**src/rtl/ntc_pkg.sv**
```systemverilog
// ntc_pkg: types, constants and resistance table for the thermistor converter
// used by ntc_ctrl, ntc_dp and ntc_resistance_to_temperature; no dependencies
package ntc_pkg;

  localparam int TABLE_ENTRIES = 24;
  localparam int RES_W         = 20;
  localparam int ROM_W         = 16;
  localparam int TEMP_W        = 8;
  localparam int IDX_W         = $clog2(TABLE_ENTRIES);
  localparam int NUM_W         = ROM_W + 2;
  localparam int QUO_W         = 3;
  localparam int QK_W          = $clog2(QUO_W);

  localparam logic signed [TEMP_W-1:0] TEMP_BASE  = -8'sd10;
  localparam logic signed [TEMP_W-1:0] CLAMP_COLD = -8'sd9;
  localparam logic signed [TEMP_W-1:0] CLAMP_HOT  = 8'sd105;

  localparam logic [IDX_W-1:0] IDX_LAST      = IDX_W'(TABLE_ENTRIES - 1);
  localparam logic [IDX_W-1:0] IDX_LAST_PAIR = IDX_W'(TABLE_ENTRIES - 2);
  localparam logic [QK_W-1:0]  QK_TOP        = QK_W'(QUO_W - 1);

  // resistance in ohms, one entry every 5 degrees from -10 upward
  localparam logic [ROM_W-1:0] NTC_ROM [TABLE_ENTRIES] = '{
    16'd51820, 16'd40450, 16'd31770, 16'd24940, 16'd19680, 16'd15620,
    16'd12470, 16'd10000, 16'd8064,  16'd6538,  16'd5327,  16'd4363,
    16'd3592,  16'd2972,  16'd2472,  16'd2066,  16'd1735,  16'd1465,
    16'd1243,  16'd1059,  16'd908,   16'd781,   16'd674,   16'd585
  };

  typedef enum logic [2:0] {
    ST_IDLE,
    ST_CHECK,
    ST_SEARCH,
    ST_PREP,
    ST_DIV,
    ST_DONE
  } ntc_state_t;

  typedef struct packed {
    logic load;
    logic check;
    logic search_step;
    logic prep;
    logic div_step;
    logic write_out;
  } ntc_cmd_t;

  typedef struct packed {
    logic clamp;
    logic search_done;
    logic div_done;
  } ntc_sts_t;

endpackage

```
**src/rtl/ntc_resistance_to_temperature.sv**
```systemverilog
// ntc_resistance_to_temperature: thermistor resistance to whole-degree celsius
// an input goes through the range check and then, when the reading is out of
// table range, to the output register, otherwise through bisection, prep and division
// one transaction in flight at a time; the next input is accepted only once the
// previous result is written to the output register, which waits on out_ready
// synchronous reset clears the state machine and out_valid; depends on ntc_pkg
module ntc_resistance_to_temperature (
  input  logic                              clk,
  input  logic                              rst,
  input  logic                              in_valid,
  output logic                              in_ready,
  input  logic [ntc_pkg::RES_W-1:0]         resistance_ohms,
  output logic                              out_valid,
  input  logic                              out_ready,
  output logic signed [ntc_pkg::TEMP_W-1:0] temperature_c
);
  import ntc_pkg::*;

  ntc_cmd_t cmd;
  ntc_sts_t sts;

  ntc_ctrl u_ctrl (
    .clk       (clk),
    .rst       (rst),
    .in_valid  (in_valid),
    .in_ready  (in_ready),
    .out_valid (out_valid),
    .out_ready (out_ready),
    .sts       (sts),
    .cmd       (cmd)
  );

  ntc_dp u_dp (
    .clk             (clk),
    .rst             (rst),
    .cmd             (cmd),
    .sts             (sts),
    .resistance_ohms (resistance_ohms),
    .temperature_c   (temperature_c)
  );

endmodule

```
**src/rtl/ntc_ctrl.sv**
```systemverilog
// ntc_ctrl: sequencing state machine and output valid flag for the converter
// depends on ntc_pkg
module ntc_ctrl (
  input  logic              clk,
  input  logic              rst,
  input  logic              in_valid,
  output logic              in_ready,
  output logic              out_valid,
  input  logic              out_ready,
  input  ntc_pkg::ntc_sts_t sts,
  output ntc_pkg::ntc_cmd_t cmd
);
  import ntc_pkg::*;

  ntc_state_t state, state_next;

  always_ff @(posedge clk) begin
    if (rst) begin
      state <= ST_IDLE;
    end else begin
      state <= state_next;
    end
  end

  always_ff @(posedge clk) begin
    if (rst) begin
      out_valid <= 1'b0;
    end else if (cmd.write_out) begin
      out_valid <= 1'b1;
    end else if (out_ready) begin
      out_valid <= 1'b0;
    end
  end

  assign in_ready = (state == ST_IDLE);

  always_comb begin
    state_next = state;
    cmd        = '0;
    case (state)
      ST_IDLE: begin
        if (in_valid) begin
          cmd.load   = 1'b1;
          state_next = ST_CHECK;
        end
      end
      ST_CHECK: begin
        cmd.check  = 1'b1;
        state_next = sts.clamp ? ST_DONE : ST_SEARCH;
      end
      ST_SEARCH: begin
        if (sts.search_done) begin
          state_next = ST_PREP;
        end else begin
          cmd.search_step = 1'b1;
        end
      end
      ST_PREP: begin
        cmd.prep   = 1'b1;
        state_next = ST_DIV;
      end
      ST_DIV: begin
        cmd.div_step = 1'b1;
        if (sts.div_done) begin
          state_next = ST_DONE;
        end
      end
      ST_DONE: begin
        if (!out_valid || out_ready) begin
          cmd.write_out = 1'b1;
          state_next    = ST_IDLE;
        end
      end
      default: begin
        state_next = ST_IDLE;
      end
    endcase
  end

  a_accept_to_check: assert property (@(posedge clk) disable iff (rst)
    (in_valid && in_ready) |=> (state == ST_CHECK))
    else $error("accepted transaction did not start a range check");

  a_prep_to_div: assert property (@(posedge clk) disable iff (rst)
    (state == ST_PREP) |=> (state == ST_DIV))
    else $error("division not started after operand preparation");

  a_no_overwrite: assert property (@(posedge clk) disable iff (rst)
    cmd.write_out |-> (!out_valid || out_ready))
    else $error("output register overwritten while a result is pending");

endmodule

```
**src/rtl/ntc_dp.sv**
```systemverilog
// ntc_dp: range check, table bisection, three-step restoring division and
// output register; depends on ntc_pkg
module ntc_dp (
  input  logic                                clk,
  input  logic                                rst,
  input  ntc_pkg::ntc_cmd_t                   cmd,
  output ntc_pkg::ntc_sts_t                   sts,
  input  logic [ntc_pkg::RES_W-1:0]           resistance_ohms,
  output logic signed [ntc_pkg::TEMP_W-1:0]   temperature_c
);
  import ntc_pkg::*;

  logic [RES_W-1:0]         res;
  logic [IDX_W-1:0]         lo, hi;
  logic [NUM_W-1:0]         num;
  logic [ROM_W-1:0]         den;
  logic [QK_W-1:0]          k;
  logic [QUO_W-1:0]         quot;
  logic signed [TEMP_W-1:0] base;
  logic signed [TEMP_W-1:0] clamp_val;
  logic                     clamp;

  logic                     cold, hot;
  logic [IDX_W:0]           mid_sum;
  logic [IDX_W-1:0]         mid;
  logic [IDX_W-1:0]         idx;
  logic [ROM_W-1:0]         bot, top, diff;
  logic [NUM_W-1:0]         num_init;
  logic [NUM_W-1:0]         den_sh;
  logic [TEMP_W-1:0]        idx_x5;
  logic signed [TEMP_W-1:0] temp_calc;

  assign cold     = res > RES_W'(NTC_ROM[0]);
  assign hot      = res < RES_W'(NTC_ROM[IDX_LAST]);
  assign mid_sum  = {1'b0, lo} + {1'b0, hi};
  assign mid      = mid_sum[IDX_W:1];
  assign idx      = (lo > IDX_LAST_PAIR) ? IDX_LAST_PAIR : lo;
  assign bot      = NTC_ROM[idx];
  assign top      = NTC_ROM[idx + 1'b1];
  assign diff     = bot - res[ROM_W-1:0];
  assign num_init = {diff, 2'b00} + {2'b00, diff};
  assign den_sh   = NUM_W'(den) << k;
  assign idx_x5   = TEMP_W'({idx, 2'b00}) + TEMP_W'(idx);
  assign temp_calc = clamp ? clamp_val : (base + $signed(TEMP_W'(quot)));

  assign sts.clamp       = cold || hot;
  assign sts.search_done = (mid == lo);
  assign sts.div_done    = (k == '0);

  always_ff @(posedge clk) begin
    if (rst) begin
      clamp <= 1'b0;
    end else if (cmd.check) begin
      clamp <= cold || hot;
    end
  end

  always_ff @(posedge clk) begin
    if (cmd.load) begin
      res <= resistance_ohms;
    end
    if (cmd.check) begin
      lo        <= '0;
      hi        <= IDX_LAST;
      clamp_val <= cold ? CLAMP_COLD : CLAMP_HOT;
    end
    if (cmd.search_step) begin
      if (RES_W'(NTC_ROM[mid]) >= res) begin
        lo <= mid;
      end else begin
        hi <= mid;
      end
    end
    if (cmd.prep) begin
      num  <= num_init;
      den  <= bot - top;
      k    <= QK_TOP;
      quot <= '0;
      base <= TEMP_BASE + $signed(idx_x5);
    end
    if (cmd.div_step) begin
      if (num >= den_sh) begin
        num     <= num - den_sh;
        quot[k] <= 1'b1;
      end
      k <= k - 1'b1;
    end
    if (cmd.write_out) begin
      temperature_c <= temp_calc;
    end
  end

  a_load_capture: assert property (@(posedge clk) disable iff (rst)
    cmd.load |=> (res == $past(resistance_ohms)))
    else $error("input transaction not captured");

  a_quot_range: assert property (@(posedge clk) disable iff (rst)
    (cmd.write_out && !clamp) |-> (quot <= QUO_W'(5)))
    else $error("interpolation step exceeds one table interval");

  a_bracket: assert property (@(posedge clk) disable iff (rst)
    cmd.prep |-> (bot > top))
    else $error("bracketing entries out of order");

endmodule

```
**config.mk**
```make
export PLATFORM = sky130hd
export DESIGN_NAME = ntc_resistance_to_temperature
export DESIGN_NICKNAME = d
export VERILOG_FILES = /design/src/rtl/ntc_pkg.sv /design/src/rtl/ntc_resistance_to_temperature.sv /design/src/rtl/ntc_ctrl.sv /design/src/rtl/ntc_dp.sv
export SDC_FILE = /design/constraint.sdc
export NUM_CORES = 1
export LEC_CHECK = 0
export ABC_CLOCK_PERIOD_IN_PS = 9800
export BUFFER_PORTS_ARGS = -buffer_cell sky130_fd_sc_hd__buf_2
export CAP_MARGIN = 30
export CORE_AREA = 2 2 157 128
export CTS_CLUSTER_DIAMETER = 200
export DETAILED_ROUTE_END_ITERATION = 6
export DIE_AREA = 0 0 159 130
export SLEW_MARGIN = 15
export SYNTH_ARGS = -nofsm -noshare
export SYNTH_HDL_FRONTEND = slang
export SYNTH_HIERARCHICAL = 1
export SYNTH_SLANG_ARGS = --single-unit
```
**constraint.sdc**
```tcl
create_clock -name clk -period 9.8 [get_ports clk]
set_input_delay 0.49 -clock clk [delete_from_list [all_inputs] [get_ports clk]]
set_output_delay 0.49 -clock clk [all_outputs]
set_load 0.02 [all_outputs]
```
After elaboration in Yosys (flattened, before gate mapping):

Memory sizes are Yosys's and may differ from the RTL's.
Index checks and enable logic that the tools add are counted.

* flip-flop bits (word level): 98
* memory bits (read-only): 1536
* input port bits: 24
* logic and storage cells: 102
* memories kept: 3

Memory list
* (no name shown): words 32, bits a word 16, read ports 1, clocked after Yosys merged registers in 0, write ports 0, RTL line ntc_dp.sv:38 `assign bot = NTC_ROM[idx];`
* (no name shown): words 32, bits a word 16, read ports 1, clocked after Yosys merged registers in 0, write ports 0, RTL line ntc_dp.sv:39 `assign top = NTC_ROM[idx + 1'b1];`
* (no name shown): words 32, bits a word 16, read ports 1, clocked after Yosys merged registers in 0, write ports 0, RTL line ntc_dp.sv:68 `if (RES_W'(NTC_ROM[mid]) >= res) begin`

* $add $sub $neg: 10
* magnitude comparators: 10
* eq/ne operators: 10
* shift-type cells: 1
* mux-type cells: 42
* bitwise gates (word level): 4
* reduce and logical (&&, ||, !) cells: 9

Operators with widths (number)
* 16-bit two-way mux: 6
* 18-bit two-way mux: 3
* 5-bit two-way mux: 7
* 16-bit subtractor: 2
* 3-bit two-way mux: 8
* 16-bit by 20-bit greater-or-equal comparator with 1-bit output: 1
* 20-bit by 16-bit > comparator with 1-bit output (second input constant): 1
* 20-bit by 10-bit < comparator with 1-bit output (second input constant): 1
* 18-bit by 16-bit adder with 18-bit output: 1
* 18-bit greater-or-equal comparator: 1
* 6-bit greater-or-equal comparator (second input constant): 3
* 5-bit inverter with 6-bit output: 3
* 3-bit one-hot mux with 6 select lines: 1
* 16-bit by 2-bit left shift with 18-bit output: 1
* 18-bit subtractor: 1
* 8-bit two-way mux: 2
* 1-bit two-way mux: 12
* 5-bit by 8-bit adder with 8-bit output (first input constant): 1
* 7-bit by 5-bit adder with 8-bit output: 1
* 8-bit by 4-bit adder with 8-bit output: 1
* 5-bit by 5-bit adder with 6-bit output: 1
* 3-bit by 2-bit == test with 1-bit output (second input constant): 2
* 3-bit == test (second input constant): 2
* 2-bit != test (second input constant): 3
* other kinds (18): 21

Longest topological paths before layout:

* depth after elaboration: 11
* mapped depth: 28
* gate-level depth less buffers: 26

Cells and area by module:

Netlist, hierarchy kept.

By module, submodules not included
* ntc_dp: instances 1, cells an instance 1075, area an instance 8963.6 sq um, sequential area each 2322.2 sq um
* ntc_ctrl: instances 1, cells an instance 32, area an instance 252.7 sq um, sequential area each 80.1 sq um

Worst setup path after synthesis:

OpenSTA, ideal clock, no wires.

* path type: register to register
* start point: register u_dp.lo[1]
* end point: register u_dp.num[15]
* data arrival time: 5.860 ns
* slack: 3.818 ns
* stages on the path, launching flop included: 28
* clock period less this slack: 5.982 ns
* path through: dfxtp_1 -> clkbuf_1 -> a21oi_1 -> nand2b_1 -> nand2_1 -> inv_1 -> ha_1 -> clkbuf_1 -> o21ai_0 -> a211oi_1 -> a31o_1 -> inv_1 -> fa_1 -> nand2b_1 -> a21oi_1 -> o21a_1 -> nor2_1 -> xnor2_1 -> ha_1 -> and3_1 -> a2111oi_1 -> a21oi_1 -> a311oi_1 -> a311o_1 -> nand3_2 -> a31oi_1 -> o22ai_1 -> a311o_1

* cells in the longest elaborated chain, start to end: 11

Ends and longest elaborated chain
* from (decl): RTL line ntc_dp.sv:14 `logic [IDX_W-1:0] lo, hi;`
* from (signal assigned): RTL line ntc_dp.sv:69 `lo <= mid;`
* 5-bit > comparator (*): RTL line ntc_dp.sv:37 `assign idx = (lo > IDX_LAST_PAIR) ? IDX_LAST_PAIR : lo;`
* 5-bit two-way mux (*): RTL line ntc_dp.sv:37
* via u_dp.idx[0]: RTL line ntc_dp.sv:26 `logic [IDX_W-1:0] idx;`
* 5-bit inverter with 6-bit output (implied by the code) (*): RTL line ntc_dp.sv:38
* memory read 32 x 16 bit (*)
* 16-bit two-way mux (implied by the code) (*) (2 in a row): RTL line ntc_dp.sv:38
* 16-bit subtractor (*): RTL line ntc_dp.sv:40 `assign diff = bot - res[ROM_W-1:0];`
* 18-bit by 16-bit adder with 18-bit output (*): RTL line ntc_dp.sv:41 `assign num_init = {diff, 2'b00} + {2'b00, diff};`
* 18-bit two-way mux (*): RTL line ntc_dp.sv:74 `if (cmd.prep) begin`
* 18-bit two-way mux: RTL line ntc_dp.sv:82 `if (num >= den_sh) begin`
* 18-bit two-way mux (*): RTL line ntc_dp.sv:81 `if (cmd.div_step) begin`
* to (signal assigned): RTL line ntc_dp.sv:75 `num <= num_init;`
* to (signal assigned): RTL line ntc_dp.sv:83 `num <= num - den_sh;`
* to (decl): RTL line ntc_dp.sv:15 `logic [NUM_W-1:0] num;`

Mark *: on every way through the listed nets, which the timed path passes. The rest lies on a longest branch. The select of a mux whose other input is x is not followed.
A chain may end at the register's enable or synchronous reset.

Worst setup path in the final report:

* start point: register u_dp.lo[3]
* end point: register u_dp.num[15]

The elaborated chain is that of the path after synthesis.

==> results.toml <==
[grt]
grt_antenna_before_repair = 0
grt_first_pass_wirelength_um = 38600
grt_max_degree = 42
grt-ovfl-total = 0
grt_usage = 0.236
grt_pass1_vias = 7143

[logic_synthesis]
synth_edf_count = 56
yosysWarnings = 6
async_reset_ff_frac = 0
syn_nets = 1250
yosysSeqAreaShare = 0.261
synth_area_um2 = 9220
synth_cell_types = 80
yosys-top-cells-area = "edfxtp_1 18%, ha_1 15%, dfxtp_1 7.8%"
synth_area_per_cell_um2 = 8.33
synth_top_area_cell = "edfxtp_1"
ys_ff_latch = 92
synthFlopType = "edfxtp_1"
synthCells = 1107
synth_top_area_frac = 0.182

[cells_and_area]
n_antenna_cell = 0
syn_to_final_growth_pct = 8.42
layout.nets = 1266
finalInstanceArea_um2 = 9990
drive_above_1_share = 0.0869
final_cell_mix = "111 x ha_1, 109 x a21oi_1, 105 x nor2_1"
fillCellCount = 1915
final_common_cell = "ha_1"

[power]
ir_drop_uv = 92.3
power_uw = 1560
powerDensity_nw_per_um2 = 156
p_leak_uw = 0.00430

[sta]
tightest_slew_ns = 0.911
rsz0062_at_grt = "false"
relSlewSlack = 0.392
slew_violations = 0
period_share = 0.749
holdWs_ns = 0.304
finalSetupTns_ns = 0
finalHoldViolations = 0
min_period_ns = 7.34
fmax_mhz = 136
finalSetupViolCount = 0
setup_slack_ns = 2.46
fin_worst_skew_ns = 0.00994

[critical_path]
worstPathBufferInverterCount = 3
startpoint_type = "flip-flop"
worstSetupStartpoint = "u_dp/lo[3]$_DFF_P_"
cp.depth = 26
crit_top_cell = "a21oi_1"
endpoint_kind = "flip-flop"
crit_slowest_cell = "ha_1"
timing.rr.end = "u_dp/num[15]$_DFF_P_"
reg2reg_from = "u_dp/lo[3]$_DFF_P_"
cp-endpoint = "u_dp/num[15]$_DFF_P_"
r2r_slack_ns = 2.46
arrival_ns = 7.59
r2r_cells = 26
crit_fanout = 17
cp_slowest_stage_delay_ns = 0.63
critical_path_required_ns = 10.05
cpLargestDelayFamily = "compound AO/OA/AOI/OAI gates"
criticalPathCategory = "reg2reg"

[drt]
vias = 7954
viasPerCell = 5.71
first_pass_iters = 5
routedWlPerCell_um = 17.2
wirelength_um = 24000
drc = 0
drt.antenna.violating_nets = 0
drt-initial-drc-count = 718

[floorplan]
start_util = 0.477
coreArea_um2 = 19300
dieArea_um2 = 20700
placement_rows = 46
pin_count = 34
die_y_um = 130
die_w_um = 159

[clocking]
cts_setup_buffers = 0
htree_num_levels = 3
cts_tree = "built"
root_buffer = "clkbuf_16"
cts_buffer_depth = 2
cts_buffers = 9
clkLatencyLatePin_ns = 0.36
clk_pin_slew_worst_paths_ns = 0.07
cts.repair.resized = 0
cts_hold_buf = 0
clock-sinks = 92

[placed_design]
pre_cts_slack_ns = 2.60
dpl.hpwl_um = 18700
place_congestion = 0.903
io_buffer_count = 33
dpl_cell_area_um2 = 9670

[hold_path]
hold_class = "in2reg"
worstHoldPathCells = 1

[run_status]
status = "complete, no violations"

[run]
max_cap_violations = 0
## per-layer routing
layer | global-route usage | share of wire | vias to the layer above
met1 | 0.354 | 0.51 | 3661
met5 | 0 | 0 | -
met3 | 0.0470 | 0.063 | 15
met2 | 0.358 | 0.42 | 211
met4 | 0.0390 | 0.011 | 0
li1 | - | - | 4067
## stage by stage
stage | utilization | cells
global route | 0.517 | 1392
detailed placement | 0.500 | 1374
global placement | 0.498 | 1371
floorplan | - | 1107
finish | 0.517 | 1392
CTS | 0.516 | 1390
## power by group
group	internal, µW	switching, µW	leakage, µW
Sequential	466	42.5	0.000793
Combinational	298	389	0.00336
Clock	202	162	0.000149
Total	966	594	0.00430
## flip-flops by register name, indices dropped and copies added, names as in the netlist
register,cells
u_ctrl/state,3
u_dp/k,2
u_dp/hi,5
u_dp/base,8
u_dp/den,16
u_dp/quot,3
u_dp/clamp_val,2
u_dp/clamp,1
u_dp/temperature_c,8
u_dp/num,18
u_dp/lo,5
u_dp/res,20
u_ctrl/out_valid,1
## synthesized netlist by cell type, drive strengths merged (14+ instances only)
cell type and instances:
a211oi 15, a21o 26, a21oi 110, clkbuf 40, dfxtp 36, edfxtp 56
ha 111, inv 78, mux2i 20, nand2 78, nand2b 14, nand3 31
nor2 106, nor2b 17, nor3 27, o21ai 72, xnor2 57, xor2 15
## worst min-delay path by stage
stage                                   to                  from  slack (ns)
global route         u_dp/res[8]$_DFFE_PP_    resistance_ohms[8]        0.28
finish              u_dp/res[10]$_DFFE_PP_   resistance_ohms[10]        0.30
global placement        u_dp/hi[3]$_DFF_P_    u_dp/hi[3]$_DFF_P_        0.48
floorplan             u_dp/quot[0]$_DFF_P_  u_dp/quot[0]$_DFF_P_        0.45
CTS                 u_dp/res[11]$_DFFE_PP_   resistance_ohms[11]        0.29
detailed placement      u_dp/hi[3]$_DFF_P_    u_dp/hi[3]$_DFF_P_        0.48
## cell families (layout without fill, tap and decap cells)
| group | Yosys count | in the layout | share of synthesized area |
|---|---|---|---|
| simple gates | 338 | 338 | 0.178 |
| compound gates | 328 | 328 | 0.225 |
| buf+inv | 125 | 146 | 0.0524 |
| fa+ha+maj | 119 | 119 | 0.168 |
| flops | 92 | 92 | 0.261 |
| xor+xnor | 72 | 72 | 0.0684 |
| mux | 33 | 33 | 0.0474 |
## final cells by class
class / count / area [µm²] / area share
sequential: 92 / 2400 / 0.240
tap: 264 / 330 / 0.0331
multi-input combinational: 890 / 6340 / 0.635
clock buffer: 10 / 229 / 0.0229
timing repair buffer: 51 / 318 / 0.0318
clock inverter: 6 / 72.6 / 0.00726
inverter: 79 / 297 / 0.0297
(Power assumes the default switching activity.)
